## src/sv/arq_pkg.sv

```systemverilog
// Package for the alert retry queue: widths, request and config codes, entry type, saturating add.
// No dependencies.
package arq_pkg;
  localparam int QUEUE_DEPTH = 16;
  localparam int TIME_BITS = 32;
  localparam int ID_BITS = 16;
  localparam int IDX_BITS = $clog2(QUEUE_DEPTH);
  localparam int CNT_BITS = $clog2(QUEUE_DEPTH + 1);

  localparam logic [2:0] REQ_NONE = 3'd0;
  localparam logic [2:0] REQ_PUSH = 3'd1;
  localparam logic [2:0] REQ_EXPIRE = 3'd2;
  localparam logic [2:0] REQ_MARK = 3'd3;
  localparam logic [2:0] REQ_RESULT = 3'd4;
  localparam logic [2:0] REQ_LOST = 3'd5;

  localparam logic [1:0] OUT_FAILED = 2'd2;

  localparam logic [1:0] CFG_MAX_AGE = 2'd0;
  localparam logic [1:0] CFG_CAPACITY = 2'd1;
  localparam logic [1:0] CFG_BO_INIT = 2'd2;
  localparam logic [1:0] CFG_BO_MAX = 2'd3;

  typedef struct packed {
    logic [ID_BITS-1:0] id;
    logic [2:0] kind;
    logic [TIME_BITS-1:0] trig;
  } entry_t;

  function automatic logic [TIME_BITS-1:0] sat_add(input logic [TIME_BITS-1:0] a,
                                                   input logic [TIME_BITS-1:0] b);
    logic [TIME_BITS:0] s;
    s = {1'b0, a} + {1'b0, b};
    return s[TIME_BITS] ? {TIME_BITS{1'b1}} : s[TIME_BITS-1:0];
  endfunction
endpackage

```

## src/sv/arq_if.sv

```systemverilog
// Channel interfaces: event in, result out, configuration write.
// Depends on arq_pkg.
interface arq_req_if import arq_pkg::*; ();
  logic valid;
  logic ready;
  logic [2:0] req_type;
  logic [TIME_BITS-1:0] now_time;
  logic online;
  logic [ID_BITS-1:0] alert_id;
  logic [2:0] alert_kind;
  logic [TIME_BITS-1:0] trigger_time;
  logic [1:0] outcome;
  modport source (output valid, req_type, now_time, online, alert_id, alert_kind,
                  trigger_time, outcome, input ready);
  modport sink (input valid, req_type, now_time, online, alert_id, alert_kind,
                trigger_time, outcome, output ready);
endinterface

interface arq_res_if import arq_pkg::*; ();
  logic valid;
  logic ready;
  logic ready_valid;
  logic [ID_BITS-1:0] ready_alert_id;
  logic [2:0] ready_kind;
  logic [TIME_BITS-1:0] ready_trigger_time;
  logic deadline_valid;
  logic [TIME_BITS-1:0] deadline_time;
  logic [CNT_BITS-1:0] queued_count;
  logic awaiting_result;
  logic [CNT_BITS-1:0] removed_count;
  modport source (output valid, ready_valid, ready_alert_id, ready_kind,
                  ready_trigger_time, deadline_valid, deadline_time, queued_count,
                  awaiting_result, removed_count, input ready);
  modport sink (input valid, ready_valid, ready_alert_id, ready_kind,
                ready_trigger_time, deadline_valid, deadline_time, queued_count,
                awaiting_result, removed_count, output ready);
endinterface

interface arq_cfg_if ();
  logic valid;
  logic ready;
  logic [1:0] index;
  logic [31:0] data;
  modport source (output valid, index, data, input ready);
  modport sink (input valid, index, data, output ready);
endinterface

```

## src/sv/arq_store.sv

```systemverilog
// Alert store: one-port-write, one-port-read synchronous RAM.
// Depends on arq_pkg.
module arq_store import arq_pkg::*; (
  input  logic clk,
  input  logic we,
  input  logic [IDX_BITS-1:0] waddr,
  input  entry_t wdata,
  input  logic [IDX_BITS-1:0] raddr,
  output entry_t rdata
);
  entry_t mem [QUEUE_DEPTH];
  always_ff @(posedge clk) begin
    if (we) mem[waddr] <= wdata;
    rdata <= mem[raddr];
  end
endmodule

```

## src/sv/alert_retry_queue.sv

```systemverilog
// Alert retry queue: sequencer around a registered-read alert store.
// Sequence: none, push, mark, lost and an unmatched result go through act, front
// read and front data to the held result; a matched result reads the front again.
// Expire and a dropping push first walk the queue, reading and then moving or
// dropping each entry. One item at a time: the next item can be taken in the cycle
// after the result is taken.
// Reset (rst, synchronous): empty queue, retry disarmed, registers at defaults.
// Store contents are undefined after reset; only written entries are read.
module alert_retry_queue import arq_pkg::*; (
  input logic clk,
  input logic rst,
  arq_req_if.sink req,
  arq_res_if.source res,
  arq_cfg_if.sink cfg
);
  localparam logic [3:0] S_IDLE = 4'd0;
  localparam logic [3:0] S_RD = 4'd1;   // issue read at walk position
  localparam logic [3:0] S_WK = 4'd2;   // entry arrives, move or drop
  localparam logic [3:0] S_ACT = 4'd3;  // act on event
  localparam logic [3:0] S_FR = 4'd4;   // issue front read
  localparam logic [3:0] S_FW = 4'd5;   // front data arrives
  localparam logic [3:0] S_OUT = 4'd6;  // result held

  logic [3:0] state;
  logic [TIME_BITS-1:0] max_age, bo_init, bo_max;
  logic [3:0] capacity;

  logic [IDX_BITS-1:0] head;
  logic [CNT_BITS-1:0] count;
  logic sent, armed;
  logic [TIME_BITS-1:0] retry_time, retry_delay;

  // latched item
  logic [2:0] rq;
  logic [TIME_BITS-1:0] now;
  logic onl;
  entry_t item;
  logic [1:0] oc;

  // walk: rd position, write position
  logic [CNT_BITS-1:0] rpos, wpos;
  logic [CNT_BITS-1:0] removed;
  logic drop_mode;  // push drop: drop exactly entry at start

  logic we;
  logic [IDX_BITS-1:0] waddr, raddr;
  entry_t wdata, rdata;

  arq_store u_store (.clk, .we, .waddr, .wdata, .raddr, .rdata);

  function automatic logic [IDX_BITS-1:0] slot(input logic [IDX_BITS-1:0] h,
                                               input logic [CNT_BITS-1:0] p);
    logic [CNT_BITS:0] s;
    s = {{(CNT_BITS+1-IDX_BITS){1'b0}}, h} + {1'b0, p};
    return s[IDX_BITS-1:0];
  endfunction

  logic old;
  assign old = (now >= rdata.trig) && ((now - rdata.trig) >= max_age);

  logic [CNT_BITS-1:0] start;
  assign start = {{(CNT_BITS-1){1'b0}}, (sent && count != '0)};

  always_comb begin
    we = 1'b0;
    waddr = slot(head, wpos);
    wdata = rdata;
    raddr = slot(head, rpos);
    if (state == S_WK) begin
      we = drop_mode ? (wpos != rpos) : !old;
    end else if (state == S_ACT && rq == REQ_PUSH && count != CNT_BITS'(QUEUE_DEPTH)) begin
      we = 1'b1;
      waddr = slot(head, count);
      wdata = item;
    end
    // keep the front on the read port until the result is taken
    if (state inside {S_FR, S_FW, S_OUT}) raddr = head;
  end

  assign req.ready = (state == S_IDLE);
  assign cfg.ready = 1'b1;
  assign res.valid = (state == S_OUT);

  logic [TIME_BITS-1:0] dbl;
  assign dbl = retry_delay[TIME_BITS-1] ? {TIME_BITS{1'b1}} : {retry_delay[TIME_BITS-2:0], 1'b0};

  always_ff @(posedge clk) begin
    if (rst) begin
      state <= S_IDLE;
      max_age <= 32'd3600000;
      capacity <= 4'd15;
      bo_init <= 32'd1000;
      bo_max <= 32'd300000;
      head <= '0;
      count <= '0;
      sent <= 1'b0;
      armed <= 1'b0;
      retry_time <= '0;
      retry_delay <= 32'd1000;
    end else begin
      if (cfg.valid) begin
        case (cfg.index)
          CFG_MAX_AGE: max_age <= cfg.data;
          CFG_CAPACITY: capacity <= cfg.data[3:0];
          CFG_BO_INIT: bo_init <= cfg.data;
          CFG_BO_MAX: bo_max <= cfg.data;
          default: ;
        endcase
      end
      case (state)
        S_IDLE: begin
          if (req.valid) begin
            rq <= req.req_type;
            now <= req.now_time;
            onl <= req.online;
            item <= '{id: req.alert_id, kind: req.alert_kind, trig: req.trigger_time};
            oc <= req.outcome;
            removed <= '0;
            drop_mode <= 1'b0;
            if (req.req_type == REQ_EXPIRE) begin
              rpos <= start;
              wpos <= start;
              state <= S_RD;
            end else if (req.req_type == REQ_PUSH && count >= {1'b0, capacity}
                         && {{(CNT_BITS-1){1'b0}}, sent} < count) begin
              // drop oldest droppable: shift later entries down by one
              rpos <= {{(CNT_BITS-1){1'b0}}, sent} + 1'b1;
              wpos <= {{(CNT_BITS-1){1'b0}}, sent};
              drop_mode <= 1'b1;
              removed <= CNT_BITS'(1);
              state <= S_RD;
            end else begin
              state <= S_ACT;
            end
          end
        end
        S_RD: begin
          if (rpos >= count) begin
            count <= wpos;
            state <= S_ACT;
          end else begin
            state <= S_WK;
          end
        end
        S_WK: begin
          rpos <= rpos + 1'b1;
          if (drop_mode || !old) wpos <= wpos + 1'b1;
          else removed <= removed + 1'b1;
          state <= S_RD;
        end
        S_ACT: begin
          state <= S_FR;
          case (rq)
            REQ_PUSH: if (count != CNT_BITS'(QUEUE_DEPTH)) count <= count + 1'b1;
            REQ_MARK: if (count != '0) sent <= 1'b1;
            REQ_LOST: if (sent) begin
              sent <= 1'b0;
              armed <= 1'b1;
              retry_time <= sat_add(now, retry_delay);
              retry_delay <= (dbl > bo_max) ? bo_max : dbl;
            end
            default: ;
          endcase
        end
        S_FR: state <= S_FW;
        S_FW: begin
          state <= S_OUT;
          if (rq == REQ_RESULT && sent && count != '0 && rdata.id == item.id
              && rdata.kind == item.kind) begin
            sent <= 1'b0;
            if (oc == OUT_FAILED) begin
              armed <= 1'b1;
              retry_time <= sat_add(now, retry_delay);
              retry_delay <= (dbl > bo_max) ? bo_max : dbl;
            end else begin
              head <= head + 1'b1;
              count <= count - 1'b1;
              retry_delay <= bo_init;
              armed <= 1'b0;
              retry_time <= '0;
            end
            state <= S_FR;  // reread front after the change
            rq <= REQ_NONE;
          end
        end
        S_OUT: if (res.ready) state <= S_IDLE;
        default: state <= S_IDLE;
      endcase
    end
  end

  // result fields from current state and the front entry
  logic rdy;
  logic [TIME_BITS-1:0] expt;
  assign rdy = !sent && onl && count != '0 && !(armed && now < retry_time);
  assign expt = sat_add(rdata.trig, max_age);
  assign res.ready_valid = rdy;
  assign res.ready_alert_id = rdy ? rdata.id : '0;
  assign res.ready_kind = rdy ? rdata.kind : '0;
  assign res.ready_trigger_time = rdy ? rdata.trig : '0;
  assign res.deadline_valid = armed || count != '0;
  assign res.deadline_time = (count != '0) ? ((!armed || expt < retry_time) ? expt : retry_time)
                             : (armed ? retry_time : '0);
  assign res.queued_count = count;
  assign res.awaiting_result = sent;
  assign res.removed_count = removed;
endmodule

```

## src/flat_wrapper.sv

```systemverilog
// flat-port wrapper written by rule: the top's interface ports become plain ports
module alert_retry_queue_flat import arq_pkg::*;
  (clk, rst, req_valid, req_req_type, req_now_time, req_online, req_alert_id, req_alert_kind, req_trigger_time, req_outcome, req_ready, res_valid, res_ready_valid, res_ready_alert_id, res_ready_kind, res_ready_trigger_time, res_deadline_valid, res_deadline_time, res_queued_count, res_awaiting_result, res_removed_count, res_ready, cfg_valid, cfg_index, cfg_data, cfg_ready);
  arq_req_if req_i ();
  arq_res_if res_i ();
  arq_cfg_if cfg_i ();
  input logic clk;
  input logic rst;
  input wire logic [$bits(req_i.valid)-1:0] req_valid;
  input wire logic [$bits(req_i.req_type)-1:0] req_req_type;
  input wire logic [$bits(req_i.now_time)-1:0] req_now_time;
  input wire logic [$bits(req_i.online)-1:0] req_online;
  input wire logic [$bits(req_i.alert_id)-1:0] req_alert_id;
  input wire logic [$bits(req_i.alert_kind)-1:0] req_alert_kind;
  input wire logic [$bits(req_i.trigger_time)-1:0] req_trigger_time;
  input wire logic [$bits(req_i.outcome)-1:0] req_outcome;
  output wire logic [$bits(req_i.ready)-1:0] req_ready;
  output wire logic [$bits(res_i.valid)-1:0] res_valid;
  output wire logic [$bits(res_i.ready_valid)-1:0] res_ready_valid;
  output wire logic [$bits(res_i.ready_alert_id)-1:0] res_ready_alert_id;
  output wire logic [$bits(res_i.ready_kind)-1:0] res_ready_kind;
  output wire logic [$bits(res_i.ready_trigger_time)-1:0] res_ready_trigger_time;
  output wire logic [$bits(res_i.deadline_valid)-1:0] res_deadline_valid;
  output wire logic [$bits(res_i.deadline_time)-1:0] res_deadline_time;
  output wire logic [$bits(res_i.queued_count)-1:0] res_queued_count;
  output wire logic [$bits(res_i.awaiting_result)-1:0] res_awaiting_result;
  output wire logic [$bits(res_i.removed_count)-1:0] res_removed_count;
  input wire logic [$bits(res_i.ready)-1:0] res_ready;
  input wire logic [$bits(cfg_i.valid)-1:0] cfg_valid;
  input wire logic [$bits(cfg_i.index)-1:0] cfg_index;
  input wire logic [$bits(cfg_i.data)-1:0] cfg_data;
  output wire logic [$bits(cfg_i.ready)-1:0] cfg_ready;
  assign req_i.valid = req_valid;
  assign req_i.req_type = req_req_type;
  assign req_i.now_time = req_now_time;
  assign req_i.online = req_online;
  assign req_i.alert_id = req_alert_id;
  assign req_i.alert_kind = req_alert_kind;
  assign req_i.trigger_time = req_trigger_time;
  assign req_i.outcome = req_outcome;
  assign req_ready = req_i.ready;
  assign res_valid = res_i.valid;
  assign res_ready_valid = res_i.ready_valid;
  assign res_ready_alert_id = res_i.ready_alert_id;
  assign res_ready_kind = res_i.ready_kind;
  assign res_ready_trigger_time = res_i.ready_trigger_time;
  assign res_deadline_valid = res_i.deadline_valid;
  assign res_deadline_time = res_i.deadline_time;
  assign res_queued_count = res_i.queued_count;
  assign res_awaiting_result = res_i.awaiting_result;
  assign res_removed_count = res_i.removed_count;
  assign res_i.ready = res_ready;
  assign cfg_i.valid = cfg_valid;
  assign cfg_i.index = cfg_index;
  assign cfg_i.data = cfg_data;
  assign cfg_ready = cfg_i.ready;
  alert_retry_queue u_core (.clk(clk), .rst(rst), .req(req_i), .res(res_i), .cfg(cfg_i));
endmodule
```

## config.mk

```make
export PLATFORM = sky130hd
export DESIGN_NAME = alert_retry_queue_flat
export DESIGN_NICKNAME = d
export VERILOG_FILES = /design/src/sv/arq_pkg.sv /design/src/sv/arq_if.sv /design/src/sv/arq_store.sv /design/src/sv/alert_retry_queue.sv /design/src/flat_wrapper.sv
export SDC_FILE = /design/constraint.sdc
export NUM_CORES = 2
export LEC_CHECK = 0
export ABC_AREA = 1
export BUFFER_PORTS_ARGS = -buffer_cell sky130_fd_sc_hd__buf_2
export CORE_AREA = 2 2 427 429
export CTS_CLUSTER_SIZE = 28
export DETAILED_ROUTE_END_ITERATION = 16
export DIE_AREA = 0 0 429 431
export GPL_TIMING_DRIVEN = 0
export PLACE_DENSITY = 0.44
export SLEW_MARGIN = 40
export SYNTH_ARGS = -nofsm -noshare
export SYNTH_HDL_FRONTEND = slang
export SYNTH_SLANG_ARGS = --single-unit
```

## constraint.sdc

```tcl
create_clock -name clk -period 12.95 [get_ports clk]
set_clock_uncertainty 0.15 [all_clocks]
set_input_delay 2.59 -clock clk [delete_from_list [all_inputs] [get_ports clk]]
set_output_delay 2.59 -clock clk [all_outputs]
set_load 0.05 [all_outputs]
```

==> flow_summary.json <==
{
  "outcome": "completed",
  "io_buffers": 225,
  "drv_slew": 0,
  "hold_viol": 0,
  "vias": 41600,
  "dp_hpwl_um": 156000,
  "grt_setup_unrepaired": "false",
  "routabilityCongestion": 0.892,
  "drtPass1Iterations": 6,
  "fin_util_pct": 35.9,
  "grt_util_all_layers_pct": 21.7,
  "synth_seq_cells": 1150,
  "startpoint_type": "flip-flop",
  "ir_drop_mv": 0.157,
  "drive_above_1_share_pct": 13.2,
  "core_area_um2": 180000,
  "clkSinkCount": 1150,
  "clk-insertion-delay-late_ps": 800,
  "p_sw_w": 0.00487,
  "placementRows": 156,
  "pwr-share-clk_pct": 30.0,
  "power.density_nw_per_um2": 195,
  "tns_ps": 0,
  "cts_setup_buffers": 0,
  "dieArea_um2": 185000,
  "drt_wl_total_um": 205000,
  "tightest_slew_ps": 972,
  "hold_class": "flip-flop to flip-flop",
  "ys_seq_area_share_pct": 60.0,
  "grt_max_degree": 21,
  "drt-initial-drc-count": 3327,
  "post_dp_cell_area_um2": 60300,
  "synth_fp_nets": 5566,
  "initial_utilization_pct": 29.8,
  "grt_pass1_vias": 40900,
  "reg2reg_depth": 23,
  "die_h_um": 431,
  "post_cts_resized": 0,
  "holdPathStages": 2,
  "final-setup-viol-count": 0,
  "fmax_mhz": 112,
  "synthToLayoutAreaGrowth_pct": 20.4,
  "die_x_um": 429,
  "postSynthCellCount": 5184,
  "cp.arrival_ps": 6230,
  "drcViolationCount": 0,
  "wl_per_cell_um": 25.1,
  "critPathMaxStageDelay_ps": 470,
  "slowest_stage": "dfxtp_1",
  "fill_cells": 18200,
  "layout_common_cells": "edfxtp_1 (921), nor2_1 (717), o21ai_0 (631), nand2_1 (570), inv_1 (368)",
  "min_period_over_period_pct": 69.2,
  "relSlewSlack_pct": 34.6,
  "critical_path.top_delay_family": "simple AND/OR/NAND/NOR gates",
  "path_buf_inv": 5,
  "ys.flop_type": "edfxtp_1",
  "crit_fanout": 10,
  "path_clk_slew_ps": 50,
  "syn-mean-instance-area_um2": 10.4,
  "fin_area_um2": 64700,
  "cts_hold_buf": 0,
  "pwr-share-seq_pct": 36.6,
  "cp.depth": 27,
  "antenna_found_initial": 8,
  "numCtsBuffers": 138,
  "clockBufferDepth": 3,
  "n_antenna_cell": 0,
  "period_needed_ps": 8970,
  "switching_share_pct": 38.5,
  "tritoncts": "done",
  "grt_pass1_wl_um": 291000,
  "crit_path_end_kind": "output pin",
  "async_reset_ff_share_pct": 0,
  "overflow": 0,
  "yosys_warnings": 0,
  "cp.required_ps": 10210,
  "critPathMostFrequentCell": "nand2_1",
  "h-tree-depth": 4,
  "via_per_inst": 5.10,
  "synth_edf_count": 921,
  "power_frac_comb_pct": 33.4,
  "ctsRootBufferMaster": "clkbuf_16",
  "leakage_nw": 23.8,
  "timing_worst_setup_path_type": "flip-flop to output pin",
  "cap_violations": 0,
  "synth_area_um2": 53700,
  "synth.distinct_cells": 58,
  "layout.cells.most_common": "edfxtp_1",
  "ant_nets": 0,
  "r2r_slack_ps": 6380,
  "p_int_w": 0.00777,
  "pin_count": 227,
  "nets": 6052
}
## power groups by stage
stage | logic (W) | clock network (W) | registers, W
after global routing | 0.00461 | 0.00401 | 0.00464
after CTS | 0.00426 | 0.00387 | 0.00463
after detailed placement | 0.00425 | 0 | 0.00471
final | 0.00423 | 0.00379 | 0.00463
after global placement | 0.00399 | 0 | 0.00476
after floorplan | 0.00250 | 0 | 0.00465
## synth_stat cells, types with 5 or more instances
| cell type | number | area share [%] |
|---|---|---|
| a211oi_1 | 28 | 0.39 |
| xor2_1 | 50 | 0.81 |
| nand4_1 | 32 | 0.37 |
| o21bai_1 | 7 | 0.098 |
| ha_1 | 247 | 5.8 |
| buf_1 | 8 | 0.056 |
| buf_4 | 10 | 0.14 |
| buf_2 | 36 | 0.34 |
| xnor2_1 | 34 | 0.55 |
| a21o_1 | 11 | 0.15 |
| inv_2 | 6 | 0.042 |
| o21ai_1 | 10 | 0.093 |
| a21oi_1 | 311 | 2.9 |
| nor2_1 | 735 | 5.1 |
| or2_2 | 43 | 0.50 |
| nor4_1 | 7 | 0.081 |
| o22ai_1 | 69 | 0.80 |
| inv_1 | 368 | 2.6 |
| nand3_1 | 187 | 1.7 |
| o211ai_1 | 68 | 0.95 |
| a221oi_1 | 9 | 0.15 |
| edfxtp_1 | 921 | 51 |
| nor3_1 | 27 | 0.25 |
| a31oi_1 | 12 | 0.14 |
| dfxtp_1 | 229 | 8.5 |
| clkbuf_1 | 211 | 1.5 |
| nand2_1 | 570 | 4.0 |
| fa_1 | 7 | 0.26 |
| o221ai_1 | 148 | 2.4 |
| o221a_2 | 5 | 0.10 |
| o21a_1 | 17 | 0.24 |
| o21ai_0 | 685 | 6.4 |
| a22oi_1 | 20 | 0.28 |
## per-layer routing
metal	wire length [µm]	up-vias	global-route usage [%]
met5	13	-	0
met4	6080	2	6.70
met3	8970	243	2.78
met2	99900	1146	37.5
met1	89700	20600	28.3
li1	-	19600	-
## worst paths after layout
| kind | startpoint | endpoint |
|---|---|---|
| max reg2reg | u_core.u_store.rdata[14] | u_core.u_store.mem[13][45] |
| min | u_core.bo_init[5] | u_core.bo_init[5] |
| max | u_core.u_store.rdata[0] | res_deadline_time[29] |
| min reg2reg | u_core.bo_init[5] | u_core.bo_init[5] |
## registers in the layout (all words and copies together), names as in the netlist, 5 cells and up
name / count
u_core.bo_init: 32
u_core.bo_max: 32
u_core.item: 51
u_core.max_age: 32
u_core.now: 32
u_core.res.queued_count: 5
u_core.res.removed_count: 5
u_core.retry_delay: 32
u_core.retry_time: 32
u_core.rpos: 5
u_core.u_store.mem: 816
u_core.u_store.rdata: 51
u_core.wpos: 5
## area by class of cell
type                    count  area, µm²  area share, %
well taps                2370       2970           4.58
multi-input cells        3388      19400           30.0
plain buffers             269       1150           1.77
clock buffers             180       3730           5.77
clock inverters            68        636          0.982
inverters                 377       1420           2.19
flip-flops and latches   1150      32200           49.8
repair buffers            346       3150           4.86
## per-stage QoR
step	std cells	setup slack [ps]	hold WS (ps)	total power [W]
2_1_floorplan	5184	5360	292	0.00715
3_3_place_gp	7779	712	305	0.00876
3_5_place_dp	7900	4730	314	0.00895
4_1_cts	8148	3870	332	0.0128
5_1_grt	8148	3610	354	0.0133
6_report	8148	3980	327	0.0126
## cells by family after synthesis
family	after synthesis	synth area share (%)
simple gates	1624	12.4
compound gates	1425	15.5
flops	1150	60.0
buf+inv	646	4.72
fa+ha+maj	254	6.01
xor+xnor	84	1.37
other cells	1	0.00698
## tightest hold or removal path: stages, from the launching register on
cell and delay, ps:
dfxtp_1 320, nand2_1 60, nand3_1 70
(Power assumes the default switching activity.)
